--- src/llf_pkg.sv ---
// Shared types, constants and the step program of the four-pole ladder filter.
package llf_pkg;

  // Default widths of the audio sample and of the filter state.
  localparam int LLF_SAMPLE_BITS = 24;
  localparam int LLF_STATE_BITS  = 32;

  // Working word of the shared arithmetic (signed, two's complement).
  localparam int LLF_WORD  = 64;
  // Multiplier digit taken per cycle.
  localparam int LLF_DIGIT = 16;

  // Configuration register widths and indexes.
  localparam int LLF_CUT_W  = 16;
  localparam int LLF_RES_W  = 16;
  localparam int LLF_RATE_W = 18;
  localparam int LLF_RESP_W = 2;
  localparam int LLF_IDX_W  = 2;
  localparam int LLF_CFG_W  = 18;

  localparam logic [LLF_IDX_W-1:0] REG_CUTOFF      = 2'd0;
  localparam logic [LLF_IDX_W-1:0] REG_RESONANCE   = 2'd1;
  localparam logic [LLF_IDX_W-1:0] REG_SAMPLE_RATE = 2'd2;
  localparam logic [LLF_IDX_W-1:0] REG_RESPONSE    = 2'd3;

  // Response codes; the spare code behaves as lowpass.
  localparam logic [LLF_RESP_W-1:0] RESP_LOW  = 2'd0;
  localparam logic [LLF_RESP_W-1:0] RESP_HIGH = 2'd1;
  localparam logic [LLF_RESP_W-1:0] RESP_BAND = 2'd2;

  // Reset values of the configuration registers.
  localparam logic [LLF_CUT_W-1:0]  CUTOFF_RST = 16'd32768;
  localparam logic [LLF_RES_W-1:0]  RES_RST    = 16'd0;
  localparam logic [LLF_RATE_W-1:0] RATE_RST   = 18'd44100;

  // Twice the top frequency in hertz, and the lowest usable sample rate.
  localparam int TOP2_W = 14;
  localparam logic [TOP2_W-1:0]     TOP2_HZ  = 14'd8372;
  localparam logic [LLF_RATE_W-1:0] MIN_RATE = 18'd16000;

  // Program counter.
  localparam int PC_W = 6;
  localparam logic [PC_W-1:0] PROG_LAST = 6'd39;

  typedef enum logic [2:0] {
    OP_ADD,
    OP_SUB,
    OP_SHR1,
    OP_MUL,
    OP_DIV
  } op_t;

  typedef enum logic [4:0] {
    SRC_ZERO,
    SRC_ONE,
    SRC_K08,
    SRC_K56,
    SRC_K16,
    SRC_RES,
    SRC_RAW,
    SRC_FS,
    SRC_Q0,
    SRC_P,
    SRC_C,
    SRC_POLY,
    SRC_K,
    SRC_T,
    SRC_U,
    SRC_T1,
    SRC_V,
    SRC_X,
    SRC_FB,
    SRC_S0,
    SRC_S1,
    SRC_S2,
    SRC_S3
  } src_t;

  typedef enum logic [3:0] {
    DST_FS,
    DST_Q0,
    DST_P,
    DST_C,
    DST_POLY,
    DST_K,
    DST_T,
    DST_U,
    DST_T1,
    DST_V,
    DST_X,
    DST_S0,
    DST_S1,
    DST_S2,
    DST_S3
  } dst_t;

  typedef struct packed {
    op_t  op;
    src_t a;
    src_t b;
    dst_t d;
    logic sat;
  } step_t;

  typedef enum logic [1:0] {
    ST_IDLE,
    ST_ISSUE,
    ST_WAIT,
    ST_OUT
  } seq_state_t;

  // Step program: coefficients first, then the input feedback, the four
  // one-pole stages and the soft clip of the last stage.
  function automatic step_t prog_step(input logic [PC_W-1:0] pc);
    step_t s;
    unique case (pc)
      6'd0:  s = '{OP_DIV,  SRC_ZERO, SRC_ZERO, DST_FS,   1'b0};
      6'd1:  s = '{OP_SUB,  SRC_ONE,  SRC_FS,   DST_Q0,   1'b0};
      6'd2:  s = '{OP_MUL,  SRC_K08,  SRC_FS,   DST_T,    1'b0};
      6'd3:  s = '{OP_MUL,  SRC_T,    SRC_Q0,   DST_T,    1'b0};
      6'd4:  s = '{OP_ADD,  SRC_FS,   SRC_T,    DST_P,    1'b0};
      6'd5:  s = '{OP_ADD,  SRC_P,    SRC_P,    DST_C,    1'b0};
      6'd6:  s = '{OP_SUB,  SRC_C,    SRC_ONE,  DST_C,    1'b0};
      6'd7:  s = '{OP_MUL,  SRC_Q0,   SRC_Q0,   DST_T,    1'b0};
      6'd8:  s = '{OP_MUL,  SRC_K56,  SRC_T,    DST_T,    1'b0};
      6'd9:  s = '{OP_SUB,  SRC_ONE,  SRC_Q0,   DST_POLY, 1'b0};
      6'd10: s = '{OP_ADD,  SRC_POLY, SRC_T,    DST_POLY, 1'b0};
      6'd11: s = '{OP_MUL,  SRC_Q0,   SRC_POLY, DST_T,    1'b0};
      6'd12: s = '{OP_SHR1, SRC_T,    SRC_ZERO, DST_T,    1'b0};
      6'd13: s = '{OP_ADD,  SRC_ONE,  SRC_T,    DST_T,    1'b0};
      6'd14: s = '{OP_MUL,  SRC_RES,  SRC_T,    DST_K,    1'b0};
      6'd15: s = '{OP_MUL,  SRC_K,    SRC_S3,   DST_T,    1'b0};
      6'd16: s = '{OP_SUB,  SRC_RAW,  SRC_T,    DST_X,    1'b1};
      6'd17: s = '{OP_ADD,  SRC_X,    SRC_FB,   DST_T,    1'b0};
      6'd18: s = '{OP_MUL,  SRC_T,    SRC_P,    DST_T,    1'b0};
      6'd19: s = '{OP_MUL,  SRC_S0,   SRC_C,    DST_U,    1'b0};
      6'd20: s = '{OP_ADD,  SRC_S0,   SRC_ZERO, DST_T1,   1'b0};
      6'd21: s = '{OP_SUB,  SRC_T,    SRC_U,    DST_S0,   1'b1};
      6'd22: s = '{OP_ADD,  SRC_S0,   SRC_T1,   DST_T,    1'b0};
      6'd23: s = '{OP_MUL,  SRC_T,    SRC_P,    DST_T,    1'b0};
      6'd24: s = '{OP_MUL,  SRC_S1,   SRC_C,    DST_U,    1'b0};
      6'd25: s = '{OP_ADD,  SRC_S1,   SRC_ZERO, DST_T1,   1'b0};
      6'd26: s = '{OP_SUB,  SRC_T,    SRC_U,    DST_S1,   1'b1};
      6'd27: s = '{OP_ADD,  SRC_S1,   SRC_T1,   DST_T,    1'b0};
      6'd28: s = '{OP_MUL,  SRC_T,    SRC_P,    DST_T,    1'b0};
      6'd29: s = '{OP_MUL,  SRC_S2,   SRC_C,    DST_U,    1'b0};
      6'd30: s = '{OP_ADD,  SRC_S2,   SRC_ZERO, DST_T1,   1'b0};
      6'd31: s = '{OP_SUB,  SRC_T,    SRC_U,    DST_S2,   1'b1};
      6'd32: s = '{OP_ADD,  SRC_S2,   SRC_T1,   DST_T,    1'b0};
      6'd33: s = '{OP_MUL,  SRC_T,    SRC_P,    DST_T,    1'b0};
      6'd34: s = '{OP_MUL,  SRC_S3,   SRC_C,    DST_U,    1'b0};
      6'd35: s = '{OP_SUB,  SRC_T,    SRC_U,    DST_V,    1'b1};
      6'd36: s = '{OP_MUL,  SRC_V,    SRC_V,    DST_T,    1'b0};
      6'd37: s = '{OP_MUL,  SRC_T,    SRC_K16,  DST_T,    1'b0};
      6'd38: s = '{OP_MUL,  SRC_T,    SRC_V,    DST_T,    1'b0};
      6'd39: s = '{OP_SUB,  SRC_V,    SRC_T,    DST_S3,   1'b1};
      default: s = '{OP_ADD, SRC_ZERO, SRC_ZERO, DST_T,  1'b0};
    endcase
    return s;
  endfunction

endpackage

--- src/llf_mul.sv ---
// Digit-serial fixed-point multiplier: floor(a*b / 2^FRAC_BITS), clipped to the word.
module llf_mul
  import llf_pkg::*;
#(
  parameter int FRAC_BITS = LLF_STATE_BITS - 4
) (
  input  logic                       clk,
  input  logic                       rst_n,
  input  logic                       start,
  input  logic signed [LLF_WORD-1:0] a,
  input  logic signed [LLF_WORD-1:0] b,
  output logic                       done,
  output logic signed [LLF_WORD-1:0] res
);

  localparam int DIGITS = LLF_WORD / LLF_DIGIT;
  localparam int CNT_W  = $clog2(DIGITS + 1);
  localparam int PW     = 2 * LLF_WORD;
  localparam int SW     = LLF_WORD + LLF_DIGIT;
  localparam int QW     = PW - FRAC_BITS + 1;
  localparam logic [QW-1:0] LIM_NEG = QW'({1'b1, {(LLF_WORD-1){1'b0}}});
  localparam logic [QW-1:0] LIM_POS = QW'({1'b0, {(LLF_WORD-1){1'b1}}});

  logic                busy_r;
  logic [CNT_W-1:0]    cnt_r;
  logic                neg_r;
  logic [LLF_WORD-1:0] ua_r;
  logic [LLF_WORD-1:0] ub_r;
  logic [PW-1:0]       acc_r;
  logic                done_r;
  logic [LLF_WORD-1:0] res_r;

  logic [SW-1:0]       sum;
  logic [QW-1:0]       qq;
  logic                rem_nz;
  logic [LLF_WORD-1:0] res_nxt;

  // One digit of b times all of a, added into the upper half of the product.
  always_comb begin
    sum = SW'(acc_r[PW-1:LLF_WORD]) + SW'(ua_r) * SW'(ub_r[LLF_DIGIT-1:0]);
  end

  // Scale down, round toward minus infinity and clip to the word.
  always_comb begin
    rem_nz = |acc_r[FRAC_BITS-1:0];
    qq     = QW'(acc_r[PW-1:FRAC_BITS]) + QW'(neg_r & rem_nz);
    if (neg_r) begin
      if (qq > LIM_NEG) begin
        res_nxt = LIM_NEG[LLF_WORD-1:0];
      end else begin
        res_nxt = '0 - qq[LLF_WORD-1:0];
      end
    end else begin
      if (qq > LIM_POS) begin
        res_nxt = LIM_POS[LLF_WORD-1:0];
      end else begin
        res_nxt = qq[LLF_WORD-1:0];
      end
    end
  end

  // Control of the digit loop.
  always_ff @(posedge clk) begin
    if (!rst_n) begin
      busy_r <= 1'b0;
      cnt_r  <= '0;
      done_r <= 1'b0;
    end else begin
      done_r <= 1'b0;
      if (start) begin
        busy_r <= 1'b1;
        cnt_r  <= '0;
      end else if (busy_r) begin
        if (cnt_r == CNT_W'(DIGITS)) begin
          busy_r <= 1'b0;
          done_r <= 1'b1;
        end else begin
          cnt_r <= cnt_r + 1'b1;
        end
      end
    end
  end

  // Operand magnitudes, partial product and result.
  always_ff @(posedge clk) begin
    if (start) begin
      neg_r <= a[LLF_WORD-1] ^ b[LLF_WORD-1];
      ua_r  <= a[LLF_WORD-1] ? ('0 - a) : a;
      ub_r  <= b[LLF_WORD-1] ? ('0 - b) : b;
      acc_r <= '0;
    end else if (busy_r && cnt_r != CNT_W'(DIGITS)) begin
      acc_r <= {sum, acc_r[LLF_WORD-1:LLF_DIGIT]};
      ub_r  <= ub_r >> LLF_DIGIT;
    end else if (busy_r) begin
      res_r <= res_nxt;
    end
  end

  assign done = done_r;
  assign res  = res_r;

endmodule

--- config.mk ---
export PLATFORM = sky130hd
export DESIGN_NAME = llf_mul
export DESIGN_NICKNAME = d
export VERILOG_FILES = /design/src/llf_pkg.sv /design/src/llf_mul.sv
export SDC_FILE = /design/constraint.sdc
export NUM_CORES = 2
export LEC_CHECK = 0
export BUFFER_PORTS_ARGS = -buffer_cell sky130_fd_sc_hd__buf_4
export CORE_AREA = 3 3 300 332
export DETAILED_ROUTE_END_ITERATION = 10
export DIE_AREA = 0 0 303 335
export PLACE_DENSITY = 0.82
export SYNTH_ARGS = -nofsm -noshare
export SYNTH_HDL_FRONTEND = slang
export SYNTH_SLANG_ARGS = --single-unit
--- constraint.sdc ---
create_clock -name clk -period 7.1 [get_ports clk]
set_input_delay 1.42 -clock clk [delete_from_list [all_inputs] [get_ports clk]]
set_output_delay 1.42 -clock clk [all_outputs]
set_load 0.05 [all_outputs]
==> run summary <==
The fraction of layout cells with a size suffix above 1 was 0.158; the core area was 96,800 sq um. The tools report the latest clock arrival within the worst-skew pair as 0.62 ns. STA classifies the critical path startpoint as a flop. The logs give 0.105 for the normalized max-slew margin and 0 for the warning count from the yosys run. The most instantiated flip-flop cell in the synthesis netlist is edfxtp_1. The count of input and output buffers was 195.

At the pin with the least slew margin, the transition time is 1.33 ns. The critical path's largest stage delay was 0.57 ns; the vertical die dimension was 335 um. In this run the worst hold path is classified as flop to flop. Number of register bits inferred by synthesis: 326.

The tools report the number of hold violations in the final report as 0. The data arrival time of the critical path came out at 7.67 ns. For the finished layout, the period the worst path requires is 7.13 ns.

The floorplan step defined a die boundary enclosing 102,000 sq um. The first global-routing pass estimated 249,000 um of wire. Synthesis handed over a netlist of 5,992 instances. The net count of the finished layout is 7,597. The post-synthesis instance area was 52,000 sq um; the number of setup violations in the final report was 2. The cell at the slowest stage of the critical path was fa_1.

196 I/O pins were placed. The critical path capture point type was a flop. The first detailed-routing pass ran for 8 iterations.

Growth of design area from synthesis to finish: 17.5%. In this run the core area contains 120 standard-cell rows. The run gives 56,000 um as the routed metal-1 wire length. Entering global routing, the biggest net connects 230 pins.

The run gives -0.0290 ns as the final worst-path setup slack. The tools report the count of unresolved DRC violations after routing as 0. The run finished, with violations left. For this block, the initial DRC count from the detailed router was 4,790. The synthesized design contains 193 enable-type register cells. Clock tree synthesis inserted a total of 42 buffers. The number of vias per cell after detailed routing works out to 5.91. Detailed placement finished with a half-perimeter wire length of 122,000 um.

The detailed router placed 45,500 vias in this run. The endpoint required time on the critical path was 7.65 ns. At the end of routability-driven placement, the weighted congestion stood at 0.984. On the final layout, the worst hold slack is 0.453 ns. The mean area per synthesized cell was 8.67 sq um; the via count of the first global-routing pass was 46,800. Dividing the detail-routed wire length by the instance count gives 21.4 um.

From left edge to right edge, the die measures 303 um. The run gives 0 as the reported max-cap violation count. The aggregate global-route resource usage is 0.314, and the placement-stage worst setup slack is -0.387 ns. TritonCTS built the clock tree. Along the worst path, the maximum fanout reaches 9. The routed design has 165,000 um of wire. For the max-slew violation count, the log shows 0. The detail route stage leaves a number of antenna-violating nets equal to 0. The final reports fail on negative setup slack. The tools report the H-tree depth as 2.

Share of the clock period used by the worst path: 1.00. The logs give 15,200 um for the routed wire length on met3 and 3 for the largest buffer count on any clock path. The run gives 0.630 as the final cell utilization of the core.

The tools report the clock root buffer as clkbuf_16. The clock net in this run drives a total of 326 sinks. Summed over all layers, the global routing overflow is 0.

Part of the Yosys area used for sequential elements: 0.163. The number of nets handed over by synthesis was 7,215. The clock transition at the registers of the reported paths works out to 0.06 ns.

The tools report the initial core utilization as 0.537. The upper clock frequency limit came out at 0.140 GHz. Setup repair after global routing could not meet its margin everywhere. Between clock sinks in the finished design, the worst skew comes to 0.0255 ns. Fraction of registers with async set or reset after synthesis: 0.

The number of distinct library cells after synthesis is 75. The class of the most critical setup path was flop to flop. The tools report the initial antenna violation count as 7.

Signal routing reaches up to met5. Met2 layer wire length in the routed design: 80,100 um.
## cells in the mapped netlist, types with 41 or more instances
| cell | n | area, sq um |
|---|---|---|
| inv_1 | 1115 | 4190 |
| nand2_1 | 1042 | 3910 |
| fa_1 | 930 | 18600 |
| and2_1 | 351 | 2200 |
| clkbuf_1 | 330 | 1240 |
| a21oi_1 | 263 | 1320 |
| xnor2_1 | 197 | 1730 |
| edfxtp_1 | 193 | 5800 |
| nor2_1 | 182 | 683 |
| ha_1 | 162 | 2030 |
| dfxtp_1 | 133 | 2660 |
| o21ai_0 | 118 | 591 |
| xor2_1 | 108 | 946 |
| nand3_1 | 91 | 455 |
| nand4_1 | 74 | 463 |
| nor3_1 | 63 | 315 |
| nor4_1 | 61 | 382 |
| o31ai_1 | 50 | 375 |
| a21o_1 | 46 | 345 |
| a221oi_1 | 46 | 403 |
| or3_1 | 43 | 269 |
| or4_1 | 42 | 315 |
| and3_1 | 41 | 257 |
## cell type report
type	count	area, sq um
multi-input combinational	4208	39300
fill	7419	35800
sequential	326	8460
timing repair buffer	680	6150
inverter	1116	4190
tap	1281	1600
clock buffer	53	1130
clock inverter	24	204
antenna	7	17.5
## cell usage in the layout (no fill, tap or decap), drive strengths merged, types with 50 or more instances in the layout
cell,Yosys,routed
or3,55,55
and2,352,352
nand4,74,74
nor4,61,61
nand2,1042,1042
nor2,182,182
edfxtp,193,193
clkbuf,331,66
or4,51,51
fa,930,930
inv,1115,1120
xor2,108,108
ha,162,162
o31ai,50,50
o21ai,119,119
dfxtp,133,133
nor3,63,63
xnor2,197,197
buf,11,665
a21oi,263,263
nand3,91,91
## final timing paths
kind	startpoint	end	slack [ns]	cells after the start
worst max register to register	ub_r[6]	acc_r[118]	-0.03	31
worst min-delay path	acc_r[1]	acc_r[1]	0.45	2
worst max-delay path	ub_r[6]	acc_r[118]	-0.03	31
worst min register to register	acc_r[1]	acc_r[1]	0.45	2
## what timing repair did
item / in CTS / in global routing
hold buffers: 0 / 0
gates resized for setup: 48 / 273
setup endpoints to repair: 22 / 34
setup buffers: 25 / 70
gates cloned: 4 / 13
pin swaps: 31 / 194
## cells by family after synthesis
kind of cell	after synthesis	synth area share
DFF	326	0.163
buffers and inverters	1458	0.106
adders and majority gates	1092	0.397
AOI/OAI and AO/OA	698	0.0857
xor gates and xnor gates	305	0.0514
and+or+nand+nor	2099	0.194
muxes	14	0.00274
## stage by stage
stage	cell area [sq um]	TNS, ns	cells
6_report	61000	-0.0297	7695
5_1_grt	61000	-2.36	7688
4_1_cts	59000	-0.0130	7612
3_5_place_dp	57100	-3.22	7507
3_3_place_gp	57100	-1.81	7507
2_1_floorplan	52000	0	5992
## registers in the layout (all words and copies together), names as in the netlist
| signal | cells |
|---|---|
| done | 1 |
| res | 64 |
| acc_r | 128 |
| busy_r | 1 |
| ua_r | 64 |
| cnt_r | 3 |
| ub_r | 64 |
| neg_r | 1 |
## per-layer routing
layer  track usage  vias up
met3        0.0579      843
met4         0.183        2
met2         0.535     2595
met1         0.370    22500
li1              -    19600
met5             0        -
## worst max-delay path: cells and delay by family, from the launching register on
| kind | cells | cell delay (ns) |
|---|---|---|
| flops | 1 | 0.35 |
| buf+inv | 12 | 1.38 |
| fa+ha+maj | 7 | 3.30 |
| xor+xnor | 1 | 0.09 |
| compound gates | 9 | 1.75 |
| simple gates | 2 | 0.15 |
Power is left out: the tool's default activity adds up to more than one toggle a clock period on the data nets, which glitch-free logic cannot reach.
