`src/llf_pkg.sv`:
```
// Shared types, constants and the step program of the four-pole ladder filter.
package llf_pkg;

  // Default widths of the audio sample and of the filter state.
  localparam int LLF_SAMPLE_BITS = 24;
  localparam int LLF_STATE_BITS  = 32;

  // Working word of the shared arithmetic (signed, two's complement).
  localparam int LLF_WORD  = 64;
  // Multiplier digit taken per cycle.
  localparam int LLF_DIGIT = 16;

  // Configuration register widths and indexes.
  localparam int LLF_CUT_W  = 16;
  localparam int LLF_RES_W  = 16;
  localparam int LLF_RATE_W = 18;
  localparam int LLF_RESP_W = 2;
  localparam int LLF_IDX_W  = 2;
  localparam int LLF_CFG_W  = 18;

  localparam logic [LLF_IDX_W-1:0] REG_CUTOFF      = 2'd0;
  localparam logic [LLF_IDX_W-1:0] REG_RESONANCE   = 2'd1;
  localparam logic [LLF_IDX_W-1:0] REG_SAMPLE_RATE = 2'd2;
  localparam logic [LLF_IDX_W-1:0] REG_RESPONSE    = 2'd3;

  // Response codes; the spare code behaves as lowpass.
  localparam logic [LLF_RESP_W-1:0] RESP_LOW  = 2'd0;
  localparam logic [LLF_RESP_W-1:0] RESP_HIGH = 2'd1;
  localparam logic [LLF_RESP_W-1:0] RESP_BAND = 2'd2;

  // Reset values of the configuration registers.
  localparam logic [LLF_CUT_W-1:0]  CUTOFF_RST = 16'd32768;
  localparam logic [LLF_RES_W-1:0]  RES_RST    = 16'd0;
  localparam logic [LLF_RATE_W-1:0] RATE_RST   = 18'd44100;

  // Twice the top frequency in hertz, and the lowest usable sample rate.
  localparam int TOP2_W = 14;
  localparam logic [TOP2_W-1:0]     TOP2_HZ  = 14'd8372;
  localparam logic [LLF_RATE_W-1:0] MIN_RATE = 18'd16000;

  // Program counter.
  localparam int PC_W = 6;
  localparam logic [PC_W-1:0] PROG_LAST = 6'd39;

  typedef enum logic [2:0] {
    OP_ADD,
    OP_SUB,
    OP_SHR1,
    OP_MUL,
    OP_DIV
  } op_t;

  typedef enum logic [4:0] {
    SRC_ZERO,
    SRC_ONE,
    SRC_K08,
    SRC_K56,
    SRC_K16,
    SRC_RES,
    SRC_RAW,
    SRC_FS,
    SRC_Q0,
    SRC_P,
    SRC_C,
    SRC_POLY,
    SRC_K,
    SRC_T,
    SRC_U,
    SRC_T1,
    SRC_V,
    SRC_X,
    SRC_FB,
    SRC_S0,
    SRC_S1,
    SRC_S2,
    SRC_S3
  } src_t;

  typedef enum logic [3:0] {
    DST_FS,
    DST_Q0,
    DST_P,
    DST_C,
    DST_POLY,
    DST_K,
    DST_T,
    DST_U,
    DST_T1,
    DST_V,
    DST_X,
    DST_S0,
    DST_S1,
    DST_S2,
    DST_S3
  } dst_t;

  typedef struct packed {
    op_t  op;
    src_t a;
    src_t b;
    dst_t d;
    logic sat;
  } step_t;

  typedef enum logic [1:0] {
    ST_IDLE,
    ST_ISSUE,
    ST_WAIT,
    ST_OUT
  } seq_state_t;

  // Step program: coefficients first, then the input feedback, the four
  // one-pole stages and the soft clip of the last stage.
  function automatic step_t prog_step(input logic [PC_W-1:0] pc);
    step_t s;
    unique case (pc)
      6'd0:  s = '{OP_DIV,  SRC_ZERO, SRC_ZERO, DST_FS,   1'b0};
      6'd1:  s = '{OP_SUB,  SRC_ONE,  SRC_FS,   DST_Q0,   1'b0};
      6'd2:  s = '{OP_MUL,  SRC_K08,  SRC_FS,   DST_T,    1'b0};
      6'd3:  s = '{OP_MUL,  SRC_T,    SRC_Q0,   DST_T,    1'b0};
      6'd4:  s = '{OP_ADD,  SRC_FS,   SRC_T,    DST_P,    1'b0};
      6'd5:  s = '{OP_ADD,  SRC_P,    SRC_P,    DST_C,    1'b0};
      6'd6:  s = '{OP_SUB,  SRC_C,    SRC_ONE,  DST_C,    1'b0};
      6'd7:  s = '{OP_MUL,  SRC_Q0,   SRC_Q0,   DST_T,    1'b0};
      6'd8:  s = '{OP_MUL,  SRC_K56,  SRC_T,    DST_T,    1'b0};
      6'd9:  s = '{OP_SUB,  SRC_ONE,  SRC_Q0,   DST_POLY, 1'b0};
      6'd10: s = '{OP_ADD,  SRC_POLY, SRC_T,    DST_POLY, 1'b0};
      6'd11: s = '{OP_MUL,  SRC_Q0,   SRC_POLY, DST_T,    1'b0};
      6'd12: s = '{OP_SHR1, SRC_T,    SRC_ZERO, DST_T,    1'b0};
      6'd13: s = '{OP_ADD,  SRC_ONE,  SRC_T,    DST_T,    1'b0};
      6'd14: s = '{OP_MUL,  SRC_RES,  SRC_T,    DST_K,    1'b0};
      6'd15: s = '{OP_MUL,  SRC_K,    SRC_S3,   DST_T,    1'b0};
      6'd16: s = '{OP_SUB,  SRC_RAW,  SRC_T,    DST_X,    1'b1};
      6'd17: s = '{OP_ADD,  SRC_X,    SRC_FB,   DST_T,    1'b0};
      6'd18: s = '{OP_MUL,  SRC_T,    SRC_P,    DST_T,    1'b0};
      6'd19: s = '{OP_MUL,  SRC_S0,   SRC_C,    DST_U,    1'b0};
      6'd20: s = '{OP_ADD,  SRC_S0,   SRC_ZERO, DST_T1,   1'b0};
      6'd21: s = '{OP_SUB,  SRC_T,    SRC_U,    DST_S0,   1'b1};
      6'd22: s = '{OP_ADD,  SRC_S0,   SRC_T1,   DST_T,    1'b0};
      6'd23: s = '{OP_MUL,  SRC_T,    SRC_P,    DST_T,    1'b0};
      6'd24: s = '{OP_MUL,  SRC_S1,   SRC_C,    DST_U,    1'b0};
      6'd25: s = '{OP_ADD,  SRC_S1,   SRC_ZERO, DST_T1,   1'b0};
      6'd26: s = '{OP_SUB,  SRC_T,    SRC_U,    DST_S1,   1'b1};
      6'd27: s = '{OP_ADD,  SRC_S1,   SRC_T1,   DST_T,    1'b0};
      6'd28: s = '{OP_MUL,  SRC_T,    SRC_P,    DST_T,    1'b0};
      6'd29: s = '{OP_MUL,  SRC_S2,   SRC_C,    DST_U,    1'b0};
      6'd30: s = '{OP_ADD,  SRC_S2,   SRC_ZERO, DST_T1,   1'b0};
      6'd31: s = '{OP_SUB,  SRC_T,    SRC_U,    DST_S2,   1'b1};
      6'd32: s = '{OP_ADD,  SRC_S2,   SRC_T1,   DST_T,    1'b0};
      6'd33: s = '{OP_MUL,  SRC_T,    SRC_P,    DST_T,    1'b0};
      6'd34: s = '{OP_MUL,  SRC_S3,   SRC_C,    DST_U,    1'b0};
      6'd35: s = '{OP_SUB,  SRC_T,    SRC_U,    DST_V,    1'b1};
      6'd36: s = '{OP_MUL,  SRC_V,    SRC_V,    DST_T,    1'b0};
      6'd37: s = '{OP_MUL,  SRC_T,    SRC_K16,  DST_T,    1'b0};
      6'd38: s = '{OP_MUL,  SRC_T,    SRC_V,    DST_T,    1'b0};
      6'd39: s = '{OP_SUB,  SRC_V,    SRC_T,    DST_S3,   1'b1};
      default: s = '{OP_ADD, SRC_ZERO, SRC_ZERO, DST_T,  1'b0};
    endcase
    return s;
  endfunction

endpackage

```
`src/llf_div.sv`:
```
// Restoring divider, one quotient bit per cycle.
module llf_div
  import llf_pkg::*;
#(
  parameter int NUM_W = LLF_STATE_BITS + 10
) (
  input  logic                  clk,
  input  logic                  rst_n,
  input  logic                  start,
  input  logic [NUM_W-1:0]      num,
  input  logic [LLF_RATE_W-1:0] den,
  output logic                  done,
  output logic [NUM_W-1:0]      quo
);

  localparam int CNT_W = $clog2(NUM_W + 1);

  logic                  busy_r;
  logic [CNT_W-1:0]      cnt_r;
  logic                  done_r;
  logic [NUM_W-1:0]      num_r;
  logic [LLF_RATE_W-1:0] rem_r;
  logic [LLF_RATE_W-1:0] den_r;
  logic [LLF_RATE_W+1:0] diff;
  logic                  borrow;

  // Trial subtraction of the divisor from the shifted remainder.
  always_comb begin
    diff   = {1'b0, rem_r, num_r[NUM_W-1]} - {2'b00, den_r};
    borrow = diff[LLF_RATE_W+1];
  end

  always_ff @(posedge clk) begin
    if (!rst_n) begin
      busy_r <= 1'b0;
      cnt_r  <= '0;
      done_r <= 1'b0;
    end else begin
      done_r <= 1'b0;
      if (start) begin
        busy_r <= 1'b1;
        cnt_r  <= '0;
      end else if (busy_r) begin
        if (cnt_r == CNT_W'(NUM_W)) begin
          busy_r <= 1'b0;
          done_r <= 1'b1;
        end else begin
          cnt_r <= cnt_r + 1'b1;
        end
      end
    end
  end

  // The dividend shifts out at the top while quotient bits enter at the bottom.
  always_ff @(posedge clk) begin
    if (start) begin
      num_r <= num;
      den_r <= den;
      rem_r <= '0;
    end else if (busy_r && cnt_r != CNT_W'(NUM_W)) begin
      num_r <= {num_r[NUM_W-2:0], ~borrow};
      if (!borrow) begin
        rem_r <= diff[LLF_RATE_W-1:0];
      end else begin
        rem_r <= {rem_r[LLF_RATE_W-2:0], num_r[NUM_W-1]};
      end
    end
  end

  assign done = done_r;
  assign quo  = num_r;

endmodule

```
`config.mk`:
```
export PLATFORM = sky130hd
export DESIGN_NAME = llf_div
export DESIGN_NICKNAME = d
export VERILOG_FILES = /design/src/llf_pkg.sv /design/src/llf_div.sv
export SDC_FILE = /design/constraint.sdc
export NUM_CORES = 1
export LEC_CHECK = 0
export BUFFER_PORTS_ARGS = -buffer_cell sky130_fd_sc_hd__buf_4
export CORE_ASPECT_RATIO = 1.25
export CORE_MARGIN = 2
export CORE_UTILIZATION = 54
export DETAILED_ROUTE_END_ITERATION = 12
export PLACE_DENSITY = 0.8
export SLEW_MARGIN = 40
export SYNTH_ARGS = -nofsm -noshare
export SYNTH_HDL_FRONTEND = slang
export SYNTH_SLANG_ARGS = --single-unit
```
`constraint.sdc`:
```
create_clock -name clk -period 3.08 [get_ports clk]
set_clock_uncertainty 0.05 [all_clocks]
set_input_delay 0.154 -clock clk [delete_from_list [all_inputs] [get_ports clk]]
set_output_delay 0.154 -clock clk [all_outputs]
set_load 0.03 [all_outputs]
```
==> results of run 1 <==
[power by group]
part	switching, mW	internal, mW
clock	0.397	0.535
combinational	0.376	0.297
sequential	0.0551	1.35
[critical path, cell delays in order, from the launching register on]
cell,delay (ps)
edfxtp_1,320
inv_1,40
ha_1,350
a21o_1,230
a211oi_1,580
o311ai_2,440
mux2_2,380
[worst max path at each step]
stage | endpoint | slack, ps | cells after the start
6_report | quo[0]$_DFFE_PP_ | 460 | 6
5_1_grt | quo[0]$_DFFE_PP_ | 330 | 6
4_1_cts | quo[0]$_DFFE_PP_ | 520 | 6
3_5_place_dp | quo[0]$_DFFE_PP_ | 500 | 6
3_3_place_gp | quo[0]$_DFFE_PP_ | 570 | 6
2_1_floorplan | quo[0]$_DFFE_PP_ | 340 | 7
[metal layers]
metal | routed length [um] | up-vias | track usage
li1 | - | 1666 | -
met1 | 4016 | 1631 | 0.2761
met2 | 5268 | 132 | 0.4218
met3 | 866 | 12 | 0.07267
met4 | 150 | 0 | 0.08277
met5 | 0 | - | 0
[state kept, by name (all words and copies together) (netlist names)]
signal / cells
quo: 42
den_r: 18
rem_r: 18
cnt_r: 6
busy_r: 1
done: 1
[area by class of cell]
| cell class | count | area (um^2) |
|---|---|---|
| sequential | 86 | 2322 |
| fill | 534 | 2177 |
| multi-input combinational | 255 | 1933 |
| timing repair buffer | 128 | 1008 |
| clock buffer | 11 | 131.4 |
| tap | 95 | 118.9 |
| clock inverter | 4 | 97.59 |
| inverter | 25 | 93.84 |
[cell usage in the layout (no fill, tap or decap), types with 2 or more instances in the layout]
master,count
buf_4,109
edfxtp_1,60
mux2_2,43
nand2_1,33
dfxtp_1,26
inv_1,25
nor2_1,23
ha_1,20
dlygate4sd3_1,19
a21oi_1,14
nand3_1,13
o21ai_0,9
xnor2_1,9
clkbuf_8,9
nand2b_1,6
nand4_1,6
a32oi_1,6
xor2_1,6
a211oi_1,5
a311oi_1,5
a21o_1,4
nor3_1,4
a31oi_1,4
o211ai_1,3
o21a_1,3
mux2i_1,3
o31ai_1,3
bufinv_16,3
a21oi_2,2
and3_1,2
a41oi_1,2
o21bai_1,2
nor3b_1,2
nor2b_1,2
or3_1,2
o311ai_0,2
clkbuf_1,2
[cells by family after synthesis]
kind of cell,share of synthesized area
and+or+nand+nor,0.1074
muxes,0.1164
xor gates and xnor gates,0.02975
buffers and inverters,0.03711
DFF,0.5258
AOI/OAI and AO/OA,0.1224
adders and majority gates,0.06119
[repair_timing]
action | 4_1_cts | 5_1_grt
endpoints found under the hold margin | 19 | 0
resized for setup | 0 | 0
hold buffers | 19 | 0
[per-stage QoR]
| step | utilization | instance area [um^2] |
|---|---|---|
| detailed placement | 0.6706 | 5286 |
| finish | 0.7238 | 5705 |
| CTS | 0.7238 | 5705 |
| global placement | 0.6703 | 5284 |
| global route | 0.7238 | 5705 |
| floorplan | - | 4417 |
==> flow_summary.ini, run 1 <==
[status]
status = completed

[place]
dp_cells = 570
post-place-ws_ps = 502.6
io_buffer_count = 105
place.detailed.hpwl_um = 7380
gp_congestion = 1.024

[die]
initial_core_util = 0.5603
die_y_um = 105.1
num_rows = 36
io_pins = 106
die_w_um = 84.89
die-area_um2 = 8923
coreArea_um2 = 7883

[finish]
final_cells = 604
n_antenna_cell = 0
nNetsFinal = 589
area_growth_pct = 29.18
drive_gt1_frac = 0.3379

[yosys]
synthTopCellsByArea = edfxtp_1 41%, dfxtp_1 12%, mux2_2 11%
post-synth-top-area-cell = edfxtp_1
yosysSeqAreaShare = 0.5258
ys_ff_latch = 86
synth_edf_count = 60
avgSynthCellArea_um2 = 11.59
synth.net_count = 465
ys_warn_count = 0
netlist_area_um2 = 4417
synth_ff_type = edfxtp_1
yosysUniqueCellTypes = 52
synthCells = 381
synth_most_common_cell = edfxtp_1
ys_top_cells_by_count = 60 x edfxtp_1, 43 x mux2_2, 33 x nand2_1
yosysTopAreaCellShare = 0.4079
synth-async-reset-ratio = 0

[routing]
vias = 3441
wl_um = 10300
first_pass_iters = 4
drc = 0
via_per_inst = 5.697
drt_iter0_drc = 298
post_drt_wl_per_cell_um = 17.06
postRouteAntennaNets = 0

[clock_network]
insertion_delay_ps = 360
cts-buffers-inserted = 9
cts_buffer_depth = 2
post_cts_buffers = 0
clkTransAtPathRegs_ps = 90
clock-root-buffer = clkbuf_8
clkSinkCount = 86
htree_levels = 3
cts_tree = done

[sta]
tightest_slew_ps = 756.8
fin_crit_sh = 0.8505
final.setup.worst_slack_ps = 460.6
fin_tns_setup_ps = 0
timing.hold.ws_ps = 33.32
relSlewSlack = 0.4947
period_minus_slack_ps = 2619
clock.fmax_mhz = 381.8
hold_viol = 0
setup_viol = 0
rsz0062_at_grt = false
drv_slew = 0

[pwr]
irDropWorstVdd_v = 0.0003832
leakage_nw = 2.415
powerDensity_nw_per_um2 = 527.5
power.total_mw = 3.010

[critical_path]
crit_arrival_ps = 2690
cp-start-kind = register
path_max_fanout = 10
startpoint = den_r[16]$_DFFE_PP_
crit_type = reg2reg
end_kind = register
reg2reg_from = den_r[16]$_DFFE_PP_
r2r_cells = 6
r2r-end = quo[0]$_DFFE_PP_
reg2reg_slack_ps = 460
worstPathRequired_ps = 3150

[global_routing]
grt_max_degree = 45
grt-ovfl-total = 0
grt_pass1_wl_um = 17090
antenna_found_initial = 0
grt_pass1_vias = 3685
grt_util_all_layers = 0.2405

[worst_hold_path]
hold-path-cell-count = 2
hp-start = num[17]
worstHoldPathType = in2reg
whs_endpoint = quo[17]$_DFFE_PP_

[flow_run]
max-cap-violations = 0
Power figures use the tool's default switching activity.
==> run 2, diff against run 1 <==
--- a/config.mk
+++ b/config.mk
@@ -8,9 +8,9 @@
 export BUFFER_PORTS_ARGS = -buffer_cell sky130_fd_sc_hd__buf_4
 export CORE_ASPECT_RATIO = 1.25
 export CORE_MARGIN = 2
-export CORE_UTILIZATION = 54
+export CORE_UTILIZATION = 40
 export DETAILED_ROUTE_END_ITERATION = 12
-export PLACE_DENSITY = 0.8
+export PLACE_DENSITY = 0.63
 export SLEW_MARGIN = 40
 export SYNTH_ARGS = -nofsm -noshare
 export SYNTH_HDL_FRONTEND = slang
==> run 2 against run 1 <==
Via count is 1.4% lower. Register-to-register slack got worse by 30 ps. Critical path type unchanged. Largest power group unchanged. Setup slack lost 29 ps. Critical path depth is the same. Maximum frequency down 1.1%. Combinational power decreased by 0.7%. Non-clock buffer count shrank 1. Global-route usage is 6.1 points lower. Sequential cell count did not move. Total power is 2.6% higher. Utilization decreased by 18 points.
==> flow_summary.ini, run 2 (synthesized netlist as in run 1, its figures left out) <==
[status]
status = completed

[global_routing]
grt-ovfl-total = 0
antenna_found_initial = 0
grt_pass1_wl_um = 16970
grt_util_all_layers = 0.1793
grt_max_degree = 49
grt_pass1_vias = 3516

[critical_path]
worstPathRequired_ps = 3130
reg2reg_slack_ps = 430
crit_type = reg2reg
endpoint = quo[0]$_DFFE_PP_
end_kind = register
path_max_fanout = 10
r2r_cells = 6
crit_arrival_ps = 2690
reg2reg_from = den_r[16]$_DFFE_PP_
r2r-end = quo[0]$_DFFE_PP_
startpoint = den_r[16]$_DFFE_PP_
cp-start-kind = register

[die]
coreArea_um2 = 10670
num_rows = 42
initial_core_util = 0.4140
io_pins = 106
die_w_um = 97.99
die_y_um = 121.5
die-area_um2 = 11900

[sta]
clock.fmax_mhz = 377.5
hold_viol = 0
relSlewSlack = 0.4876
period_minus_slack_ps = 2649
setup_viol = 0
tightest_slew_ps = 767.3
fin_tns_setup_ps = 0
rsz0062_at_grt = false
drv_slew = 0
fin_crit_sh = 0.8600

[flow_run]
max-cap-violations = 0

[routing]
postRouteAntennaNets = 0
drt_iter0_drc = 139
wl_um = 10020
drc = 0
vias = 3393
first_pass_iters = 4
post_drt_wl_per_cell_um = 15.62
via_per_inst = 5.293

[pwr]
p_sw_mw = 0.8892
p_comb_frac = 0.216
leakage_nw = 2.431
clock_power_share = 0.330
pwr-share-seq = 0.454
p_int_mw = 2.199
p_sw_frac = 0.2880
powerDensity_nw_per_um2 = 533.5
power.total_mw = 3.088
irDropWorstVdd_v = 0.0003580

[clock_network]
clkTransAtPathRegs_ps = 60
htree_levels = 3
clock-root-buffer = clkbuf_16
cts_buffer_depth = 2
ctsResizeCount = 0
insertion_delay_ps = 340
clkSinkCount = 86
cts_tree = done
cts-buffers-inserted = 9

[place]
io_buffer_count = 105
gp_congestion = 0.8462
place.detailed.hpwl_um = 7181

[worst_hold_path]
hold-path-cell-count = 2
worstHoldPathType = in2reg

[finish]
drive_gt1_frac = 0.3418
fillers = 965
n_antenna_cell = 0
nNetsFinal = 588
area_growth_pct = 31.05
layout_common_cells = 109 x buf_4, 60 x edfxtp_1, 43 x mux2_2
final_common_cell = buf_4
largest_register_ffs = 42
## run 2: routing by layer
layer / GRT usage / routed length (um) / vias up
met5: 0 / 0 / -
li1: - / - / 1671
met2: 0.2920 / 4774 / 122
met4: 0.06944 / 169 / 0
met1: 0.2158 / 4115 / 1585
met3: 0.06682 / 955 / 15
## run 2: layout make-up
cell class / instances / area (um^2) / share of cell area
inverters: 25 / 93.84 / 0.01621
repair buffers: 127 / 998.5 / 0.1725
clock inverters: 6 / 46.29 / 0.007998
flip-flops and latches: 86 / 2322 / 0.4012
clock buffers: 10 / 229.0 / 0.03956
multi-input cells: 255 / 1933 / 0.3340
well taps: 132 / 165.2 / 0.02853
## run 2: worst min path at each step
stage | from | to
floorplan | den[0] | den_r[0]$_DFFE_PP_
global placement | den[15] | den_r[15]$_DFFE_PP_
detailed placement | den[9] | den_r[9]$_DFFE_PP_
CTS | rst_n | busy_r$_SDFF_PN0_
global route | rst_n | busy_r$_SDFF_PN0_
finish | rst_n | busy_r$_SDFF_PN0_
## run 2: worst max-delay path: stages, from the launching register on
cell and delay [ps]:
edfxtp_1 320, inv_1 40, ha_1 350, a21o_1 230, a211oi_1 590, o311ai_2 450
mux2_2 380
## run 2: power by group through the flow
stage | Clock [mW] | Sequential (mW) | Combinational, mW
6_report | 1.02 | 1.40 | 0.667
5_1_grt | 1.10 | 1.42 | 0.724
4_1_cts | 1.05 | 1.41 | 0.670
3_5_place_dp | 0 | 1.43 | 0.649
3_3_place_gp | 0 | 1.43 | 0.642
2_1_floorplan | 0 | 1.53 | 0.308
## run 2: per-stage QoR
step	utilization	cell area (um^2)	setup slack (ps)	std cells	hold WS, ps
floorplan	-	4417	343.5	381	202.9
global placement	0.4996	5330	531.6	607	282.9
detailed placement	0.4999	5333	456.0	607	283.5
CTS	0.5426	5788	436.3	641	2.852
global route	0.5426	5788	317.3	641	14.31
finish	0.5426	5788	431.2	641	5.191
## run 2: repair_timing
action / 4_1_cts / 5_1_grt
hold buffers: 18 / 0
hold endpoints to repair: 18 / 0
setup buffers: 0 / 0
